`src/hdl/bmp_pixel_to_framebuffer_unit_macros.svh`:
```
// ----------------------------------------------------------------------------
// BMP blit assertion macros
// Shared concurrent assertion forms for the BMP-to-framebuffer blit unit.
// ----------------------------------------------------------------------------
`ifndef BMP_PIXEL_TO_FRAMEBUFFER_UNIT_MACROS_SVH
`define BMP_PIXEL_TO_FRAMEBUFFER_UNIT_MACROS_SVH

// Consequent must hold in the same cycle as the antecedent
`define BMP2FB_ASSERT_NOW(label, clk, rst_n, ante, cons, msg) \
  label: assert property (@(posedge clk) disable iff (!rst_n) (ante) |-> (cons)) \
    else $error(msg);

// Consequent must hold in the cycle after the antecedent
`define BMP2FB_ASSERT_NEXT(label, clk, rst_n, ante, cons, msg) \
  label: assert property (@(posedge clk) disable iff (!rst_n) (ante) |=> (cons)) \
    else $error(msg);

`endif

```
`src/hdl/bmp2fb_pkg.sv`:
```
// ----------------------------------------------------------------------------
// BMP blit package
// Shared types, register indexes and helpers for the BMP-to-framebuffer blit.
// ----------------------------------------------------------------------------
package bmp2fb_pkg;

  // Largest image or screen dimension; larger register writes saturate
  localparam int MAX_DIM = 2048;

  localparam int DIM_W   = 12;
  localparam int IDX_W   = 22;
  localparam int WORD_W  = 24;
  localparam int CFG_A_W = 3;

  // Configuration register indexes
  localparam logic [CFG_A_W-1:0] CFG_IMAGE_WIDTH      = 3'd0;
  localparam logic [CFG_A_W-1:0] CFG_IMAGE_HEIGHT     = 3'd1;
  localparam logic [CFG_A_W-1:0] CFG_BOTTOM_UP        = 3'd2;
  localparam logic [CFG_A_W-1:0] CFG_FOUR_BYTE_PIXELS = 3'd3;
  localparam logic [CFG_A_W-1:0] CFG_SCREEN_WIDTH     = 3'd4;
  localparam logic [CFG_A_W-1:0] CFG_SCREEN_HEIGHT    = 3'd5;

  // Byte position inside a pixel
  localparam logic [1:0] BIP_BLUE  = 2'd0;
  localparam logic [1:0] BIP_GREEN = 2'd1;
  localparam logic [1:0] BIP_RED   = 2'd2;
  localparam logic [1:0] BIP_ALPHA = 2'd3;

  // Register reset values
  localparam logic [DIM_W-1:0] RST_IMAGE_WIDTH   = 12'd1;
  localparam logic [DIM_W-1:0] RST_IMAGE_HEIGHT  = 12'd1;
  localparam logic [DIM_W-1:0] RST_SCREEN_WIDTH  = 12'd800;
  localparam logic [DIM_W-1:0] RST_SCREEN_HEIGHT = 12'd480;

  typedef struct packed {
    logic [DIM_W-1:0] img_w;
    logic [DIM_W-1:0] img_h;
    logic             bottom_up;
    logic             four_byte;
    logic [DIM_W-1:0] scr_w;
    logic [DIM_W-1:0] scr_h;
  } cfg_t;

  typedef struct packed {
    logic [DIM_W-1:0]  row;
    logic [DIM_W-1:0]  col;
    logic [WORD_W-1:0] word;
  } pix_t;

  function automatic logic [DIM_W-1:0] clamp_dim(input logic [DIM_W-1:0] v);
    clamp_dim = (32'(v) > MAX_DIM) ? DIM_W'(MAX_DIM) : v;
  endfunction

endpackage

```
`src/hdl/bmp2fb_cfg.sv`:
```
// ----------------------------------------------------------------------------
// BMP blit configuration registers
// Holds the image and screen setup; sizes are saturated when written.
// ----------------------------------------------------------------------------
module bmp2fb_cfg (
  input  logic                             clk,
  input  logic                             rst_n,
  input  logic                             cfg_valid,
  output logic                             cfg_ready,
  input  logic [bmp2fb_pkg::CFG_A_W-1:0]   cfg_index,
  input  logic [bmp2fb_pkg::DIM_W-1:0]     cfg_data,
  output bmp2fb_pkg::cfg_t                 cfg
);

  bmp2fb_pkg::cfg_t cfg_r;
  logic             wr;

  // Accept a write every cycle
  assign cfg_ready = 1'b1;
  assign wr        = cfg_valid & cfg_ready;

  // Update the addressed register; unknown indexes are dropped
  always_ff @(posedge clk) begin
    if (!rst_n) begin
      cfg_r.img_w     <= bmp2fb_pkg::RST_IMAGE_WIDTH;
      cfg_r.img_h     <= bmp2fb_pkg::RST_IMAGE_HEIGHT;
      cfg_r.bottom_up <= 1'b1;
      cfg_r.four_byte <= 1'b0;
      cfg_r.scr_w     <= bmp2fb_pkg::RST_SCREEN_WIDTH;
      cfg_r.scr_h     <= bmp2fb_pkg::RST_SCREEN_HEIGHT;
    end else if (wr) begin
      case (cfg_index)
        bmp2fb_pkg::CFG_IMAGE_WIDTH:      cfg_r.img_w <= bmp2fb_pkg::clamp_dim(cfg_data);
        bmp2fb_pkg::CFG_IMAGE_HEIGHT:     cfg_r.img_h <= bmp2fb_pkg::clamp_dim(cfg_data);
        bmp2fb_pkg::CFG_BOTTOM_UP:        cfg_r.bottom_up <= cfg_data[0];
        bmp2fb_pkg::CFG_FOUR_BYTE_PIXELS: cfg_r.four_byte <= cfg_data[0];
        bmp2fb_pkg::CFG_SCREEN_WIDTH:     cfg_r.scr_w <= bmp2fb_pkg::clamp_dim(cfg_data);
        bmp2fb_pkg::CFG_SCREEN_HEIGHT:    cfg_r.scr_h <= bmp2fb_pkg::clamp_dim(cfg_data);
        default: begin
        end
      endcase
    end
  end

  assign cfg = cfg_r;

endmodule

```
`src/hdl/bmp2fb_scan.sv`:
```
// ----------------------------------------------------------------------------
// BMP blit byte scanner
// Tracks row, column and byte position, skips row padding, gathers pixels.
// ----------------------------------------------------------------------------
`include "bmp_pixel_to_framebuffer_unit_macros.svh"

module bmp2fb_scan (
  input  logic               clk,
  input  logic               rst_n,
  input  bmp2fb_pkg::cfg_t   cfg,
  input  logic               beat,
  input  logic [7:0]         pixel_byte,
  output logic               emit,
  output bmp2fb_pkg::pix_t   pix
);

  localparam int DW = bmp2fb_pkg::DIM_W;

  logic [DW-1:0] column_r, column_nxt;
  logic [DW-1:0] file_row_r, file_row_nxt;
  logic [1:0]    bip_r, bip_nxt;
  logic [1:0]    pad_r, pad_nxt;
  logic [7:0]    blue_r, blue_nxt;
  logic [7:0]    green_r, green_nxt;

  logic          done;
  logic [DW-1:0] row_y;

  // Image finished (or empty): ignore every byte
  assign done  = (cfg.img_w == '0) || (cfg.img_h == '0) || (file_row_r >= cfg.img_h);
  assign row_y = cfg.bottom_up ? (cfg.img_h - DW'(1) - file_row_r) : file_row_r;

  // Next-state logic for one byte
  always_comb begin
    logic [DW-1:0] col_inc;
    logic [1:0]    pad_new;
    logic          finish;
    col_inc      = column_r + DW'(1);
    pad_new      = cfg.four_byte ? 2'd0 : cfg.img_w[1:0];
    finish       = 1'b0;
    column_nxt   = column_r;
    file_row_nxt = file_row_r;
    bip_nxt      = bip_r;
    pad_nxt      = pad_r;
    blue_nxt     = blue_r;
    green_nxt    = green_r;
    emit         = 1'b0;
    pix.row      = row_y;
    pix.col      = column_r;
    pix.word     = {pixel_byte, green_r, blue_r};

    if (beat && !done) begin
      if (pad_r != 2'd0) begin
        // Drop a padding byte; the last one closes the row
        pad_nxt = pad_r - 2'd1;
        if (pad_r == 2'd1) begin
          file_row_nxt = file_row_r + DW'(1);
          column_nxt   = '0;
          bip_nxt      = bmp2fb_pkg::BIP_BLUE;
        end
      end else begin
        case (bip_r)
          bmp2fb_pkg::BIP_BLUE: begin
            blue_nxt = pixel_byte;
            bip_nxt  = bmp2fb_pkg::BIP_GREEN;
          end
          bmp2fb_pkg::BIP_GREEN: begin
            green_nxt = pixel_byte;
            bip_nxt   = bmp2fb_pkg::BIP_RED;
          end
          bmp2fb_pkg::BIP_RED: begin
            emit = (column_r < cfg.scr_w) && (row_y < cfg.scr_h);
            if (cfg.four_byte) begin
              bip_nxt = bmp2fb_pkg::BIP_ALPHA;
            end else begin
              finish = 1'b1;
            end
          end
          default: begin
            finish = 1'b1;
          end
        endcase

        // Close the pixel; at row end either start padding or the next row
        if (finish) begin
          bip_nxt    = bmp2fb_pkg::BIP_BLUE;
          column_nxt = col_inc;
          if (col_inc >= cfg.img_w) begin
            if (pad_new == 2'd0) begin
              file_row_nxt = file_row_r + DW'(1);
              column_nxt   = '0;
            end else begin
              pad_nxt = pad_new;
            end
          end
        end
      end
    end
  end

  // Counter and byte hold registers
  always_ff @(posedge clk) begin
    if (!rst_n) begin
      column_r   <= '0;
      file_row_r <= '0;
      bip_r      <= bmp2fb_pkg::BIP_BLUE;
      pad_r      <= '0;
      blue_r     <= '0;
      green_r    <= '0;
    end else begin
      column_r   <= column_nxt;
      file_row_r <= file_row_nxt;
      bip_r      <= bip_nxt;
      pad_r      <= pad_nxt;
      blue_r     <= blue_nxt;
      green_r    <= green_nxt;
    end
  end

  `BMP2FB_ASSERT_NOW(a_pad_at_pixel_start, clk, rst_n, pad_r != 2'd0, bip_r == bmp2fb_pkg::BIP_BLUE, "padding started mid-pixel")
  `BMP2FB_ASSERT_NOW(a_no_pixel_after_image, clk, rst_n, beat && done, !emit, "pixel emitted after last row")

endmodule

```
`src/hdl/bmp2fb_out.sv`:
```
// ----------------------------------------------------------------------------
// BMP blit output stage
// Registers a gathered pixel, forms the framebuffer index, holds the result.
// ----------------------------------------------------------------------------
`include "bmp_pixel_to_framebuffer_unit_macros.svh"

module bmp2fb_out (
  input  logic                              clk,
  input  logic                              rst_n,
  input  logic [bmp2fb_pkg::DIM_W-1:0]      scr_w,
  input  logic                              load,
  input  bmp2fb_pkg::pix_t                  pix,
  output logic                              stall_up,
  output logic                              out_valid,
  input  logic                              out_stall,
  output logic [bmp2fb_pkg::IDX_W-1:0]      out_fb_index,
  output logic [bmp2fb_pkg::WORD_W-1:0]     out_pixel_word
);

  localparam int DW   = bmp2fb_pkg::DIM_W;
  localparam int IW   = bmp2fb_pkg::IDX_W;
  localparam int PW   = 2 * DW;

  logic                          p1_valid_r;
  bmp2fb_pkg::pix_t              p1_r;
  logic                          out_valid_r;
  logic [IW-1:0]                 fb_index_r, fb_index_nxt;
  logic [bmp2fb_pkg::WORD_W-1:0] word_r;
  logic                          adv;
  logic [IW-1:0]                 sum;

  // Result register frees when empty or taken
  assign adv      = !out_valid_r || !out_stall;
  assign stall_up = p1_valid_r && !adv;

  // Row base plus column, kept to the index width
  assign sum          = IW'(PW'(p1_r.row) * PW'(scr_w)) + IW'(p1_r.col);
  assign fb_index_nxt = sum;

  // Pixel stage and result stage valids
  always_ff @(posedge clk) begin
    if (!rst_n) begin
      p1_valid_r  <= 1'b0;
      out_valid_r <= 1'b0;
    end else begin
      if (!stall_up) begin
        p1_valid_r <= load;
      end
      if (adv) begin
        out_valid_r <= p1_valid_r;
      end
    end
  end

  // Payload: hold while stalled
  always_ff @(posedge clk) begin
    if (!stall_up && load) begin
      p1_r <= pix;
    end
    if (adv && p1_valid_r) begin
      fb_index_r <= fb_index_nxt;
      word_r     <= p1_r.word;
    end
  end

  assign out_valid      = out_valid_r;
  assign out_fb_index   = fb_index_r;
  assign out_pixel_word = word_r;

  `BMP2FB_ASSERT_NOW(a_stall_source, clk, rst_n, stall_up, out_valid_r && out_stall,
                     "upstream stalled without a held result")
  `BMP2FB_ASSERT_NEXT(a_pixel_moves, clk, rst_n, p1_valid_r && adv, out_valid_r,
                      "pixel lost between stages")

endmodule

```
`src/hdl/bmp_pixel_to_framebuffer_unit.sv`:
```
// ----------------------------------------------------------------------------
// BMP pixel array to framebuffer blit
// Turns a 24/32-bit BMP pixel byte stream into framebuffer index/pixel beats.
// ----------------------------------------------------------------------------
// Usage:
//   Input channel (in_valid/in_stall/in_pixel_byte) carries the BMP pixel
//   array one byte per beat in file order, row padding included.
//   Output channel (out_valid/out_stall) carries one beat per visible pixel:
//   out_fb_index = screen row * screen width + column, out_pixel_word = RGB.
//   Configuration (cfg_valid/cfg_ready/cfg_index/cfg_data) sets image and
//   screen size, orientation and pixel size; write it while the unit is idle.
//   Throughput is one byte per cycle while in_stall is low; the byte that
//   completes a pixel passes the pixel register, then the index register
//   (one 12x12 multiply plus add), before its beat appears.
//   Reset clears the row/column counters and loads defaults: 1x1 bottom-up
//   24-bit image, 800x480 screen. Bytes after the last image row are dropped
//   until the next reset.
//   When out_stall holds the result register, the pixel register fills and
//   in_stall rises; no beat is lost or repeated.
// ----------------------------------------------------------------------------
`include "bmp_pixel_to_framebuffer_unit_macros.svh"

module bmp_pixel_to_framebuffer_unit (
  input  logic                              clk,
  input  logic                              rst_n,
  input  logic                              in_valid,
  output logic                              in_stall,
  input  logic [7:0]                        in_pixel_byte,
  output logic                              out_valid,
  input  logic                              out_stall,
  output logic [bmp2fb_pkg::IDX_W-1:0]      out_fb_index,
  output logic [bmp2fb_pkg::WORD_W-1:0]     out_pixel_word,
  input  logic                              cfg_valid,
  output logic                              cfg_ready,
  input  logic [bmp2fb_pkg::CFG_A_W-1:0]    cfg_index,
  input  logic [bmp2fb_pkg::DIM_W-1:0]      cfg_data
);

  bmp2fb_pkg::cfg_t cfg;
  bmp2fb_pkg::pix_t pix;
  logic             beat;
  logic             emit;

  assign beat = in_valid && !in_stall;

  // Configuration registers
  bmp2fb_cfg u_cfg (
    .clk       (clk),
    .rst_n     (rst_n),
    .cfg_valid (cfg_valid),
    .cfg_ready (cfg_ready),
    .cfg_index (cfg_index),
    .cfg_data  (cfg_data),
    .cfg       (cfg)
  );

  // Byte scanner
  bmp2fb_scan u_scan (
    .clk        (clk),
    .rst_n      (rst_n),
    .cfg        (cfg),
    .beat       (beat),
    .pixel_byte (in_pixel_byte),
    .emit       (emit),
    .pix        (pix)
  );

  // Index and result stage
  bmp2fb_out u_out (
    .clk            (clk),
    .rst_n          (rst_n),
    .scr_w          (cfg.scr_w),
    .load           (emit),
    .pix            (pix),
    .stall_up       (in_stall),
    .out_valid      (out_valid),
    .out_stall      (out_stall),
    .out_fb_index   (out_fb_index),
    .out_pixel_word (out_pixel_word)
  );

endmodule
```
`config.mk`:
```
export PLATFORM = sky130hd
export DESIGN_NAME = bmp_pixel_to_framebuffer_unit
export DESIGN_NICKNAME = d
export VERILOG_FILES = /design/src/hdl/bmp2fb_pkg.sv /design/src/hdl/bmp2fb_cfg.sv /design/src/hdl/bmp2fb_scan.sv /design/src/hdl/bmp2fb_out.sv /design/src/hdl/bmp_pixel_to_framebuffer_unit.sv
export VERILOG_INCLUDE_DIRS = /design/src /design/src/hdl
export SDC_FILE = /design/constraint.sdc
export NUM_CORES = 1
export LEC_CHECK = 0
export BUFFER_PORTS_ARGS = -buffer_cell sky130_fd_sc_hd__buf_2
export CAP_MARGIN = 30
export CORE_ASPECT_RATIO = 0.6
export CORE_MARGIN = 2
export CORE_UTILIZATION = 44
export CTS_BUF_LIST = sky130_fd_sc_hd__clkbuf_4 sky130_fd_sc_hd__clkbuf_8
export CTS_CLUSTER_DIAMETER = 60
export CTS_CLUSTER_SIZE = 10
export DETAILED_ROUTE_END_ITERATION = 10
export GPL_TIMING_DRIVEN = 0
export PLACE_DENSITY = 0.66
export SETUP_SLACK_MARGIN = 0.4
export SYNTH_ARGS = -nofsm -noshare
export SYNTH_HDL_FRONTEND = slang
export SYNTH_SLANG_ARGS = --single-unit
```
`constraint.sdc`:
```
create_clock -name clk -period 12 [get_ports clk]
set_input_delay 2.4 -clock clk [delete_from_list [all_inputs] [get_ports clk]]
set_output_delay 2.4 -clock clk [all_outputs]
set_load 0.02 [all_outputs]
```
==> metrics.md, run 1 <==
| Metric | Value |
|---|---|
| Status | completed |
| PortBufs | 72 |
| Iter 0 DRT Violations | 1033 |
| Top achievable clock speed | between 150 and 200 MHz |
| Endpoint class of the critical path | flip-flop |
| Skew final | 0.01772 ns |
| Worst VDD drop | ~0.000080 V |
| Max Fanout on Critical Path | 10 |
| Largest net degree at the start of global routing | 29 |
| H-tree Lvls | 4 |
| Delay of the slowest cell on the worst path | approximately 0.88 ns |
| Floorplan row count | 50 |
| First-pass GRT wire length | approximately 54000 um |
| Synth Register Bits | 190 |
| Routability congestion estimate from global placement | just over 0.9 |
| Setup-violating endpoint count in the final report | 0 |
| Slew at the pin closest to its max-slew limit | between 0.9 and 1 ns |
| Top cells by count, synth | sky130_fd_sc_hd__inv_1, sky130_fd_sc_hd__nand2_1, sky130_fd_sc_hd__ha_1 |
| Dominant delay contributor by cell family on the critical path | adder cells |
| Worst slew slack as a fraction of its limit | roughly a third |
| Via density per instance | between 5 and 6 |
| Dominant synthesized flop cell | sky130_fd_sc_hd__dfxtp_1 |
| Sum of buffers and inverters on the critical path | 5 |
| Sequential-to-total area share from yosys stat | 34.44% |
| Adder-Cell Fraction of Synth Area | between 20% and 30% |
| Number of top-level pins | 77 |
| Num CTS Buffers | 17 |
| Via count | about 10000 |
| Sinks on Clock Net | 190 |
| Dominant combinational cell family by area after synthesis | adder cells |
| Critical path start-end classification | flip-flop to flip-flop |
| Count of mapped cells out of synthesis | around 1400 |
| Synth area leaders | sky130_fd_sc_hd__edfxtp_1, sky130_fd_sc_hd__fa_1, sky130_fd_sc_hd__dfxtp_1, sky130_fd_sc_hd__ha_1, sky130_fd_sc_hd__inv_1 |
| Setup crit start | u_out.p1_r[43] |
| Sum of negative setup slack | 0 ns |
| Cell count of the worst reg-to-reg path | 19 |
| Area of the die | about 0.033 sq mm |
| Mux share of post-synthesis cell area | 1.617% |
| Endpoint of the lowest-slack register-to-register path | u_out.out_fb_index[21] |
| Maximum Capacitance Violations | 0 |
| Worst Hold Path EP | u_out.out_pixel_word[13] |
| Core area | just over 0.03 sq mm |
| Worst endpoint data arrival time | around 6.7 ns |
| Wirelength per Cell | roughly 17 um |
| Remaining DRCs | 0 |
| Worst hold slack | between 0.4 and 0.5 ns |
| Clk Latency, worst-skew pair | approximately 0.5 ns |
| Total of fill cells in the finished design | 2879 |
| Area added between synthesis and finish | 9.755% |
| TritonCTS clock tree | built |
| P_leak | around 6.5 nW |
| Most repeated library cell on the critical path | sky130_fd_sc_hd__fa_1 |
| Share of final-layout standard cells stronger than drive strength 1 | ~8.9% |
| Maximum buffer depth of the clock tree | 2 |
| Mapped Avg Cell Area | approximately 9.6 sq um |
| Series of cell instances along the critical path | clkbuf_1, and2_1, fa_1, inv_1, fa_1, inv_1, fa_1, fa_1, inv_1, fa_1, inv_1, ha_1, or2_2, a21oi_1, a211oi_1, o31ai_1, o21ai_0, a21oi_1, xnor2_1 |
| Post-CTS Setup Repair Bufs | 0 |
| Antenna diode count | 0 |
| Cell variety after synth | 72 |
| Synth async-reset ratio | 0% |
| Minimum setup slack in the final design | roughly 5.6 ns |
| Slowest CP cell | sky130_fd_sc_hd__o31ai_1 |
| RSZ-0062 raised after global routing | no |
| Grt ovf | 0 |
| Chip Width | roughly 230 um |
| Launching element type of the critical path | flip-flop |
| Power density relative to cell area | roughly 95 mW/mm^2 |
| Setup slack after placement | ~5.7 ns |
| Number of pins exceeding their max-slew limit in the final report | 0 |
| Part of the cycle the worst path needs | between 50% and 60% |
| Launch instance of the worst min-delay path | u_out.p1_r[13] |
| Initial core utilization | 44.48% |
| Resize count post-CTS | 0 |
| Number of failing hold endpoints at the final stage | 0 |
| Master cell of the clock root buffer | sky130_fd_sc_hd__clkbuf_8 |
| Post-route core utilization | between 40 and 50% |
| Via count of the first global-routing pass | approximately 9700 |
| Post-detailed-routing wire length | between 30000 and 40000 um |
| R2r setup slk | 5.57 ns |
| Height of the die | around 140 um |
| Simple-Gate Fraction of Synth Area | roughly 16% |
| Number of flops mapped to enable cells by yosys | 94 |
| Area share of the largest cell type after synthesis | between 20% and 30% |
| Cell taking the most area after synthesis | sky130_fd_sc_hd__edfxtp_1 |
| Post-route antenna net violation count | 0 |
| Fraction of synthesized cell area in xor and xnor cells | between 2 and 2.5% |
| Fraction of the mapped netlist area in compound gates | a little over a tenth |
| Overall global routing resource usage | between 20% and 30% |
| Yosys warning count | 0 |
| Net total in the final layout | 1792 |
| Number of antenna violations at the first check in global routing | 0 |
| Number of iterations in the first detailed-routing pass | 5 |
| Power, Total | 1.430 mW |
| Detailed placer's ending HPWL | about 27000 um |
| Area of the mapped netlist | between 0.01 and 0.015 sq mm |
| Reg clk slew, reported paths | about 0.10 ns |
| Worst hold path depth | 0 |
| Required time at the endpoint of the critical path | 12.25 ns |
| Class of the most critical hold timing path | flip-flop to flip-flop |
| Start of the worst register-to-register path | u_out.p1_r[43] |
| Final period demand of the worst path | 6.426 ns |
| Most instantiated library cell after synthesis | sky130_fd_sc_hd__inv_1 |
| Mapped Nets | around 1700 |
| CTS hold repair buffers | 0 |
[worst reg2reg max path, cell delays in order (launching register included)]
cell,delay [ns]
sky130_fd_sc_hd__edfxtp_1,0.52
sky130_fd_sc_hd__clkbuf_1,0.32
sky130_fd_sc_hd__and2_1,0.27
sky130_fd_sc_hd__fa_1,0.50
sky130_fd_sc_hd__inv_1,0.06
sky130_fd_sc_hd__fa_1,0.53
sky130_fd_sc_hd__inv_1,0.06
sky130_fd_sc_hd__fa_1,0.47
sky130_fd_sc_hd__fa_1,0.49
sky130_fd_sc_hd__inv_1,0.05
sky130_fd_sc_hd__fa_1,0.52
sky130_fd_sc_hd__inv_1,0.04
sky130_fd_sc_hd__ha_1,0.32
sky130_fd_sc_hd__or2_2,0.32
sky130_fd_sc_hd__a21oi_1,0.20
sky130_fd_sc_hd__a211oi_1,0.10
sky130_fd_sc_hd__o31ai_1,0.88
sky130_fd_sc_hd__o21ai_0,0.24
sky130_fd_sc_hd__a21oi_1,0.21
sky130_fd_sc_hd__xnor2_1,0.08
[through the flow]
stage,std cells,instance area (sq um)
2_1_floorplan,1441,13770
3_3_place_gp,1929,14660
3_5_place_dp,1931,14710
4_1_cts,1963,15120
5_1_grt,1963,15120
6_report,1963,15120
[worst max path at each step]
stage	endpoint	slack, ns	cells past startpoint
after floorplan	u_out.out_fb_index[0]	5.70	1
after global placement	u_out.out_fb_index[13]	3.29	2
after detailed placement	u_out.out_fb_index[21]	5.67	19
after CTS	u_out.out_fb_index[21]	5.65	19
after global routing	u_out.out_fb_index[21]	5.24	19
final	u_out.out_fb_index[21]	5.57	19
[where the power goes]
| part | internal [mW] | leakage, nW | total, mW | switching, mW |
|---|---|---|---|---|
| combinational | 0.108 | 4.71 | 0.277 | 0.168 |
| sequential | 0.699 | 1.64 | 0.708 | 0.00912 |
| clock | 0.175 | 0.200 | 0.445 | 0.270 |
[layout by cell type, fill, tap and decap left out, drive strengths merged, types with 22 or more instances in the layout]
cell type  instances
nand3             34
and2              82
o21ai             33
a21oi             84
dfxtp             96
ha               119
nor2              40
xnor2             22
buf               80
inv              236
fa               111
nand2            203
edfxtp            94
clkbuf            68
[cell families (layout without fill, tap and decap cells)]
| kind of cell | after synthesis | count (layout) |
|---|---|---|
| AOI/OAI and AO/OA | 217 | 217 |
| xor gates and xnor gates | 33 | 33 |
| adders and majority gates | 230 | 230 |
| buffers and inverters | 287 | 393 |
| DFF | 190 | 190 |
| muxes | 22 | 22 |
| other | 1 | 1 |
| and+or+nand+nor | 461 | 461 |
[flip-flops by register name, indices dropped and copies added (netlist names)]
name and count:
u_out.out_pixel_word 24, u_scan.pad_r 2, u_cfg.cfg 50, u_out.p1_r 48
u_out.out_valid 1, u_scan.column_r 12, u_scan.blue_r 8, u_out.out_fb_index 22
u_scan.green_r 8, u_scan.bip_r 2, u_out.p1_valid_r 1, u_scan.file_row_r 12
[metal layers]
layer	vias up	GRT usage, %	routed length (um)
met4	0	3.914	244
met3	16	5.704	3007
met5	-	0	0
met1	5032	34.53	17290
met2	366	28.54	13560
li1	4916	-	-
[cell type report]
type / instances / area [sq um] / share of cell area, %
Buffer: 57 / 222.7 / 1.473
Clock buffer: 17 / 234.0 / 1.548
Clock inverter: 15 / 176.4 / 1.167
Inverter: 230 / 863.3 / 5.711
Multi-Input combinational cell: 964 / 7956 / 52.63
Sequential cell: 190 / 4745 / 31.38
Tap cell: 416 / 520.5 / 3.443
Timing Repair Buffer: 74 / 400.4 / 2.648
(Power assumes the default switching activity.)
==> run 2: changes to the inputs <==
--- a/config.mk
+++ b/config.mk
@@ -6,6 +6,7 @@
 export SDC_FILE = /design/constraint.sdc
 export NUM_CORES = 1
 export LEC_CHECK = 0
+export ABC_AREA = 1
 export BUFFER_PORTS_ARGS = -buffer_cell sky130_fd_sc_hd__buf_2
 export CAP_MARGIN = 30
 export CORE_ASPECT_RATIO = 0.6
@@ -16,7 +17,7 @@
 export CTS_CLUSTER_SIZE = 10
 export DETAILED_ROUTE_END_ITERATION = 10
 export GPL_TIMING_DRIVEN = 0
-export PLACE_DENSITY = 0.66
+export PLACE_DENSITY = 0.68
 export SETUP_SLACK_MARGIN = 0.4
 export SYNTH_ARGS = -nofsm -noshare
 export SYNTH_HDL_FRONTEND = slang
==> constraint.sdc (replaced) <==
create_clock -name clk -period 5.3 [get_ports clk]
set_input_delay 1.06 -clock clk [delete_from_list [all_inputs] [get_ports clk]]
set_output_delay 1.06 -clock clk [all_outputs]
set_load 0.02 [all_outputs]
==> run 2 against run 1 <==
Final cell count is 15% higher. Sequential share of layout area is 2.7 points lower. Via count is 13% higher. Critical endpoint is now u_out.out_fb_index[15].
==> metrics.md, run 2 <==
| Metric | Value |
|---|---|
| Area of the die | about 0.034 sq mm |
| Dominant synthesized flop cell | sky130_fd_sc_hd__dfxtp_1 |
| Antenna diode count | 0 |
| Sequential-to-total area share from yosys stat | 33.57% |
| Top achievable clock speed | around 200 MHz |
| Cell count of the worst reg-to-reg path | 21 |
| Most repeated library cell on the critical path | sky130_fd_sc_hd__fa_1 |
| Number of antenna violations at the first check in global routing | 0 |
| Num CTS Buffers | 17 |
| H-tree Lvls | 4 |
| Required time at the endpoint of the critical path | around 5.6 ns |
| Core area | 0.03141 sq mm |
| Most frequent cells in the layout | sky130_fd_sc_hd__inv_1, sky130_fd_sc_hd__nand2_1, sky130_fd_sc_hd__a21oi_1 |
| Max Fanout on Critical Path | 5 |
| Setup-violating endpoint count in the final report | 0 |
| Start of the worst register-to-register path | u_out.p1_r[46] |
| Power density relative to cell area | 286.7 mW/mm^2 |
| Worst Hold Path EP | u_out.out_pixel_word[13] |
| Mapped Avg Cell Area | 8.452 sq um |
| Critical path start-end classification | flip-flop to flip-flop |
| Net total in the final layout | roughly 2100 |
| Share of final-layout standard cells stronger than drive strength 1 | between 15 and 20% |
| Number of pins exceeding their max-slew limit in the final report | 0 |
| Cell Count, Final, Fillers Out | approximately 2300 |
| Slew at the pin closest to its max-slew limit | ~0.75 ns |
| Chip Width | between 200 and 250 um |
| Reg clk slew, reported paths | 0.12 ns |
| Series of cell instances along the critical path | clkbuf_8, buf_6, nand2_2, inv_2, fa_1, inv_1, fa_2, inv_2, fa_1, fa_1, inv_1, fa_1, inv_2, ha_4, nand2_4, nor2_4, nand4_1, o211ai_4, nand3_2, nand2_1, xor2_1 |
| Detailed placer's ending HPWL | 29690 um |
| Height of the die | around 140 um |
| Routability congestion estimate from global placement | between 0.9 and 1 |
| RSZ-0062 raised after global routing | yes |
| Flip-flop count of the largest register after layout | 50 |
| Maximum buffer depth of the clock tree | 2 |
| Mapped Nets | ~1900 |
| Post-detailed-routing wire length | 38650 um |
| Delay of the slowest cell on the worst path | 0.54 ns |
| Via count of the first global-routing pass | 11199 |
| Endpoint of the lowest-slack register-to-register path | u_out.out_fb_index[15] |
| Number of flops mapped to enable cells by yosys | 94 |
| Slowest CP cell | sky130_fd_sc_hd__fa_2 |
| Skew final | around 0.036 ns |
| Cell taking the most area after synthesis | sky130_fd_sc_hd__edfxtp_1 |
| Worst hold path depth | 0 |
| Most instantiated library cell after synthesis | sky130_fd_sc_hd__inv_1 |
| Placed cell area | 0.01509 sq mm |
| Worst endpoint data arrival time | approximately 5.3 ns |
| Floorplan row count | 50 |
| Status | completed |
| Initial core utilization | 45.00% |
| Synth area leaders | sky130_fd_sc_hd__edfxtp_1, sky130_fd_sc_hd__fa_1, sky130_fd_sc_hd__dfxtp_1, sky130_fd_sc_hd__ha_1, sky130_fd_sc_hd__inv_1 |
| Top cells by count, synth | sky130_fd_sc_hd__inv_1, sky130_fd_sc_hd__nand2_1, sky130_fd_sc_hd__ha_1 |
| Post-route antenna net violation count | 0 |
| Overall global routing resource usage | a little under a quarter |
| Worst VDD drop | approximately 0.00022 V |
| Setup crit start | u_out.p1_r[46] |
| Final period demand of the worst path | ~4.9 ns |
| Number of failing hold endpoints at the final stage | 0 |
| Number of top-level pins | 77 |
| Number of instances in the placed design | around 2200 |
| Dominant delay contributor by cell family on the critical path | adder cells |
| Clk Latency, worst-skew pair | 0.53 ns |
| PortBufs | 75 |
| Worst slew slack as a fraction of its limit | around half |
| Number of iterations in the first detailed-routing pass | 6 |
| Sum of buffers and inverters on the critical path | 7 |
| TritonCTS clock tree | built |
| Endpoint class of the critical path | flip-flop |
| Grt ovf | 0 |
| Synth async-reset ratio | 0% |
| Maximum Capacitance Violations | 0 |
| Area share of the largest cell type after synthesis | 19.97% |
| Iter 0 DRT Violations | ~1300 |
| Synth Register Bits | 190 |
| Count of mapped cells out of synthesis | between 1500 and 2000 |
| Class of the most critical hold timing path | flip-flop to flip-flop |
| Wirelength per Cell | ~17 um |
| First-pass GRT wire length | slightly above 60000 um |
| Launch instance of the worst min-delay path | u_out.p1_r[13] |
| Sinks on Clock Net | 190 |
| Remaining DRCs | 0 |
| Most common cell after layout, fill and taps aside | sky130_fd_sc_hd__inv_1 |
| Via count | around 12000 |
| Cell variety after synth | roughly 50 |
| Largest net degree at the start of global routing | 32 |
| R2r setup slk | between 0.3 and 0.4 ns |
| Total of fill cells in the finished design | 2844 |
| Launching element type of the critical path | flip-flop |
| Yosys warning count | 0 |
| Part of the cycle the worst path needs | 93.24% |
| Via density per instance | ~5.2 |
| Master cell of the clock root buffer | sky130_fd_sc_hd__clkbuf_8 |
| Area added between synthesis and finish | 17.71% |
| Non-Filler Cell Area, Final | roughly 0.017 sq mm |
| Area of the mapped netlist | 0.01413 sq mm |
| P_leak | slightly above 8 nW |
-- run 2: cell count changes in the layout (fill, tap and decap cells not counted), sizes merged, moves of 16 or more --
cell / change
inv: +147
nand2: +137
and2: -81
buf: +69
nand3: +53
o21ai: +49
nor2: +44
a21oi: +37
xor2: +24
mux2i: -20
clkbuf: -17
nor2b: -17
a21o: -16
-- run 2: repair_timing --
item                       CTS  global route
gates cloned                 1             0
gates resized for setup    149            56
setup endpoints to repair   14            13
setup buffers               48             7
pin swaps                   61            47
hold buffers                 0             0
-- run 2: worst max-delay path by stage --
stage / end / slack [ns] / cells past startpoint
3_3_place_gp: u_out.out_fb_index[21] / -0.41 / 18
3_5_place_dp: u_out.out_fb_index[21] / -0.40 / 18
4_1_cts: u_out.out_fb_index[15] / 0.40 / 21
5_1_grt: u_out.out_fb_index[19] / 0.23 / 20
6_report: u_out.out_fb_index[15] / 0.36 / 21
2_1_floorplan: u_out.out_fb_index[17] / 0.51 / 17
-- run 2: cell type report --
type                    count  area, sq um  area share (%)
inverters                 375         1410           8.477
plain buffers              50        480.5           2.888
clock buffers              17        234.0           1.407
flip-flops and latches    190         4777           28.72
multi-input cells        1057         8117           48.79
repair buffers            133        878.3           5.280
clock inverters            15        217.7           1.309
well taps                 416        520.5           3.129
-- run 2: metal layers --
metal,vias to the layer above,wire [um],track usage (%)
met5,-,0,0.8658
met2,484,15560,33.87
met1,5596,18710,36.18
li1,5534,-,-
met3,49,3860,5.587
met4,0,518,4.693
-- run 2: power by group --
group          switching [mW]  total (mW)  leakage [nW]  internal [mW]
Sequential             0.0268        1.66          1.64           1.63
Clock                   0.697        1.08         0.220          0.385
Combinational            1.14        2.03          6.34          0.893
-- run 2: logic make-up after synthesis --
group / synth area share, %
simple gates: 17.13
buf+inv: 11.58
fa+ha+maj: 26.26
compound gates: 8.579
flops: 33.57
xor+xnor: 2.851
other cells: 0.02653
-- run 2: metrics by stage --
stage                     TNS, ns  hold slack (ns)  utilization [%]  worst slack (ns)  power, mW
final                           0           0.4303            52.97            0.3581      4.769
after global routing            0           0.4387            52.97            0.2263      5.038
after CTS                       0           0.4355            52.22            0.3992      4.562
after detailed placement   -2.067           0.4045            48.04           -0.3979      3.076
after global placement     -7.686           0.4012            47.86           -0.4063      3.045
after floorplan                 0           0.4003                -            0.5063      2.716
==> run 3: changes to the inputs <==
--- a/config.mk
+++ b/config.mk
@@ -6,14 +6,12 @@
 export SDC_FILE = /design/constraint.sdc
 export NUM_CORES = 1
 export LEC_CHECK = 0
-export ABC_AREA = 1
 export BUFFER_PORTS_ARGS = -buffer_cell sky130_fd_sc_hd__buf_2
 export CAP_MARGIN = 30
 export CORE_ASPECT_RATIO = 0.6
 export CORE_MARGIN = 2
 export CORE_UTILIZATION = 44
 export CTS_BUF_LIST = sky130_fd_sc_hd__clkbuf_4 sky130_fd_sc_hd__clkbuf_8
-export CTS_CLUSTER_DIAMETER = 60
 export CTS_CLUSTER_SIZE = 10
 export DETAILED_ROUTE_END_ITERATION = 10
 export GPL_TIMING_DRIVEN = 0
==> run 3 against run 2 <==
The flow now finishes with violations (negative setup slack). Total power fell by 30%. Non-clock buffer count decreased by 22. Final cell count shrank 12%. Combinational power decreased by 62%. Critical path type unchanged.
==> metrics.md, run 3 (same netlist as run 1, synthesis figures left out) <==
| Metric | Value |
|---|---|
| Status | finished, violations left |
| Failing checks | negative setup slack |
| Floorplan row count | 50 |
| Sum of buffers and inverters on the critical path | 5 |
| Sw power | 1.066 mW |
| Setup slack after placement | -0.3535 ns |
| Launching element type of the critical path | flip-flop |
| Number of failing hold endpoints at the final stage | 0 |
| Detailed placer's ending HPWL | 27520 um |
| Final period demand of the worst path | approximately 5.3 ns |
| Slew at the pin closest to its max-slew limit | between 0.8 and 0.9 ns |
| Sequential fraction of design power | 48.1% |
| Required time at the endpoint of the critical path | about 5.6 ns |
| Endpoint of the lowest-slack register-to-register path | u_out.out_fb_index[18] |
| Sum of negative setup slack | -0.03551 ns |
| Number of pins exceeding their max-slew limit in the final report | 0 |
| Chip Width | approximately 230 um |
| Post-route core utilization | roughly 51% |
| Overall global routing resource usage | 22.12% |
| TritonCTS clock tree | built |
| Worst hold path depth | 0 |
| Top achievable clock speed | ~190 MHz |
| Post-detailed-routing wire length | 35090 um |
| Most common cell after layout, fill and taps aside | sky130_fd_sc_hd__inv_1 |
| Largest net degree at the start of global routing | 37 |
| P_leak | between 6 and 7 nW |
| Via count | roughly 11000 |
| Remaining DRCs | 0 |
| Critical path start-end classification | flip-flop to flip-flop |
| Antenna diode count | 0 |
| Worst slew slack as a fraction of its limit | 39.74% |
| Area added between synthesis and finish | 14.75% |
| Dominant delay contributor by cell family on the critical path | adder cells |
| Grt ovf | 0 |
| Setup crit start | u_out.p1_r[42] |
| Via density per instance | around 5.3 |
| Most repeated library cell on the critical path | sky130_fd_sc_hd__fa_1 |
| Post-route antenna net violation count | 0 |
| Max Fanout on Critical Path | 5 |
| Num CTS Buffers | 17 |
| Net total in the final layout | approximately 1800 |
| Maximum Capacitance Violations | 0 |
| Number of gates on the worst path with buffers counted | 19 |
| Maximum buffer depth of the clock tree | 2 |
| Height of the die | 141.1 um |
| Skew final | ~0.017 ns |
| Flip-flop count of the largest register after layout | 50 |
| Initial core utilization | 44.48% |
| Sinks on Clock Net | 190 |
| H-tree Lvls | 4 |
| First-pass GRT wire length | 55680 um |
| Most frequent cells in the layout | sky130_fd_sc_hd__inv_1, sky130_fd_sc_hd__nand2_1, sky130_fd_sc_hd__ha_1 |
| Slowest CP cell | sky130_fd_sc_hd__edfxtp_1 |
| Worst setup path endpoint | u_out.out_fb_index[18] |
| RSZ-0062 raised after global routing | yes |
| Number of antenna violations at the first check in global routing | 0 |
| Start of the worst register-to-register path | u_out.p1_r[42] |
| PortBufs | approximately 70 |
| Part of the cycle the worst path needs | 100.5% |
| Wirelength per Cell | approximately 18 um |
| Power density relative to cell area | between 200 and 250 mW/mm^2 |
| Class of the most critical hold timing path | flip-flop to flip-flop |
| Reg clk slew, reported paths | roughly 0.10 ns |
| Sw Ratio | a little under a third |
| Series of cell instances along the critical path | buf_8, and2_4, fa_1, inv_2, fa_1, inv_2, fa_1, fa_1, inv_1, fa_1, inv_2, ha_4, or2_4, o311a_1, nand4_1, a31oi_4, a31oi_4, nor4bb_1, or3_1 |
| Share of total power in the clock network | between 20% and 30% |
| Share of final-layout standard cells stronger than drive strength 1 | between 10% and 20% |
| Int Pwr | approximately 2.3 mW |
| Area of the die | roughly 0.033 sq mm |
| R2r setup slk | -0.03 ns |
| Share of total power in combinational logic | between 20 and 25% |
| Via count of the first global-routing pass | between 10000 and 15000 |
| Number of top-level pins | between 70 and 80 |
| Setup-violating endpoint count in the final report | 2 |
| Delay of the slowest cell on the worst path | 0.53 ns |
| Minimum setup slack in the final design | -0.02741 ns |
| Core area | ~0.031 sq mm |
| Routability congestion estimate from global placement | 0.9233 |
| Iter 0 DRT Violations | 1044 |
| CTS hold repair buffers | 0 |
| Endpoint class of the critical path | flip-flop |
| Cell count of the worst reg-to-reg path | 19 |
| Clk Latency, worst-skew pair | between 0.5 and 0.6 ns |
| Master cell of the clock root buffer | sky130_fd_sc_hd__clkbuf_8 |
| Launch instance of the worst min-delay path | u_out.p1_r[22] |
| Worst VDD drop | 0.0001724 V |
| Worst endpoint data arrival time | about 5.6 ns |
| Number of iterations in the first detailed-routing pass | 6 |
[run 3: changes by cell type in the layout (fill, tap and decap cells not counted), sizes merged, moves of 17 or more]
cell   delta
inv     -146
nand2   -137
and2     +81
nand3    -53
o21ai    -49
nor2     -44
a21oi    -37
buf      -28
xor2     -24
mux2i    +20
nor2b    +17
[run 3: layout make-up]
cell class | instances | area [sq um]
well taps | 416 | 520.5
clock buffers | 19 | 249.0
fillers | 2792 | 15160
inverters | 230 | 863.3
clock inverters | 13 | 123.9
plain buffers | 57 | 361.6
flip-flops and latches | 190 | 4761
multi-input cells | 964 | 8260
repair buffers | 104 | 666.9
[run 3: power groups by stage]
stage / sequential [mW] / combinational, mW / clock, mW
global placement: 1.64 / 0.632 / 0
finish: 1.60 / 0.768 / 0.961
global route: 1.61 / 0.856 / 1.03
CTS: 1.60 / 0.727 / 0.970
floorplan: 1.63 / 0.483 / 0
detailed placement: 1.64 / 0.650 / 0
[run 3: repair_timing]
action,4_1_cts,5_1_grt
gates resized for setup,57,49
pin swaps,23,18
setup buffers,14,13
endpoints found under the setup margin,45,60
gates cloned,1,1
[run 3: how the worst min path moves through the flow]
stage                                    end  slack, ns
detailed placement   u_out.out_pixel_word[1]       0.40
finish              u_out.out_pixel_word[22]       0.43
global placement    u_out.out_pixel_word[19]       0.40
floorplan            u_out.out_pixel_word[0]       0.40
global route        u_out.out_pixel_word[15]       0.44
CTS                 u_out.out_pixel_word[21]       0.43
[run 3: layer usage]
metal	track usage, %	vias to the layer above	share of wire (%)
li1	-	4989	-
met1	35.22	5148	49
met4	4.521	0	1.3
met3	5.077	41	10
met5	0	-	0
met2	30.03	405	40
[run 3: metrics by stage]
| step | cell area, sq um | cells | power [mW] | hold WS [ns] |
|---|---|---|---|---|
| finish | 15810 | 1993 | 3.332 | 0.4269 |
| detailed placement | 14880 | 1932 | 2.286 | 0.4045 |
| floorplan | 13940 | 1441 | 2.115 | 0.4003 |
| global route | 15810 | 1993 | 3.494 | 0.4406 |
| global placement | 14820 | 1929 | 2.269 | 0.4015 |
| CTS | 15580 | 1979 | 3.300 | 0.4279 |
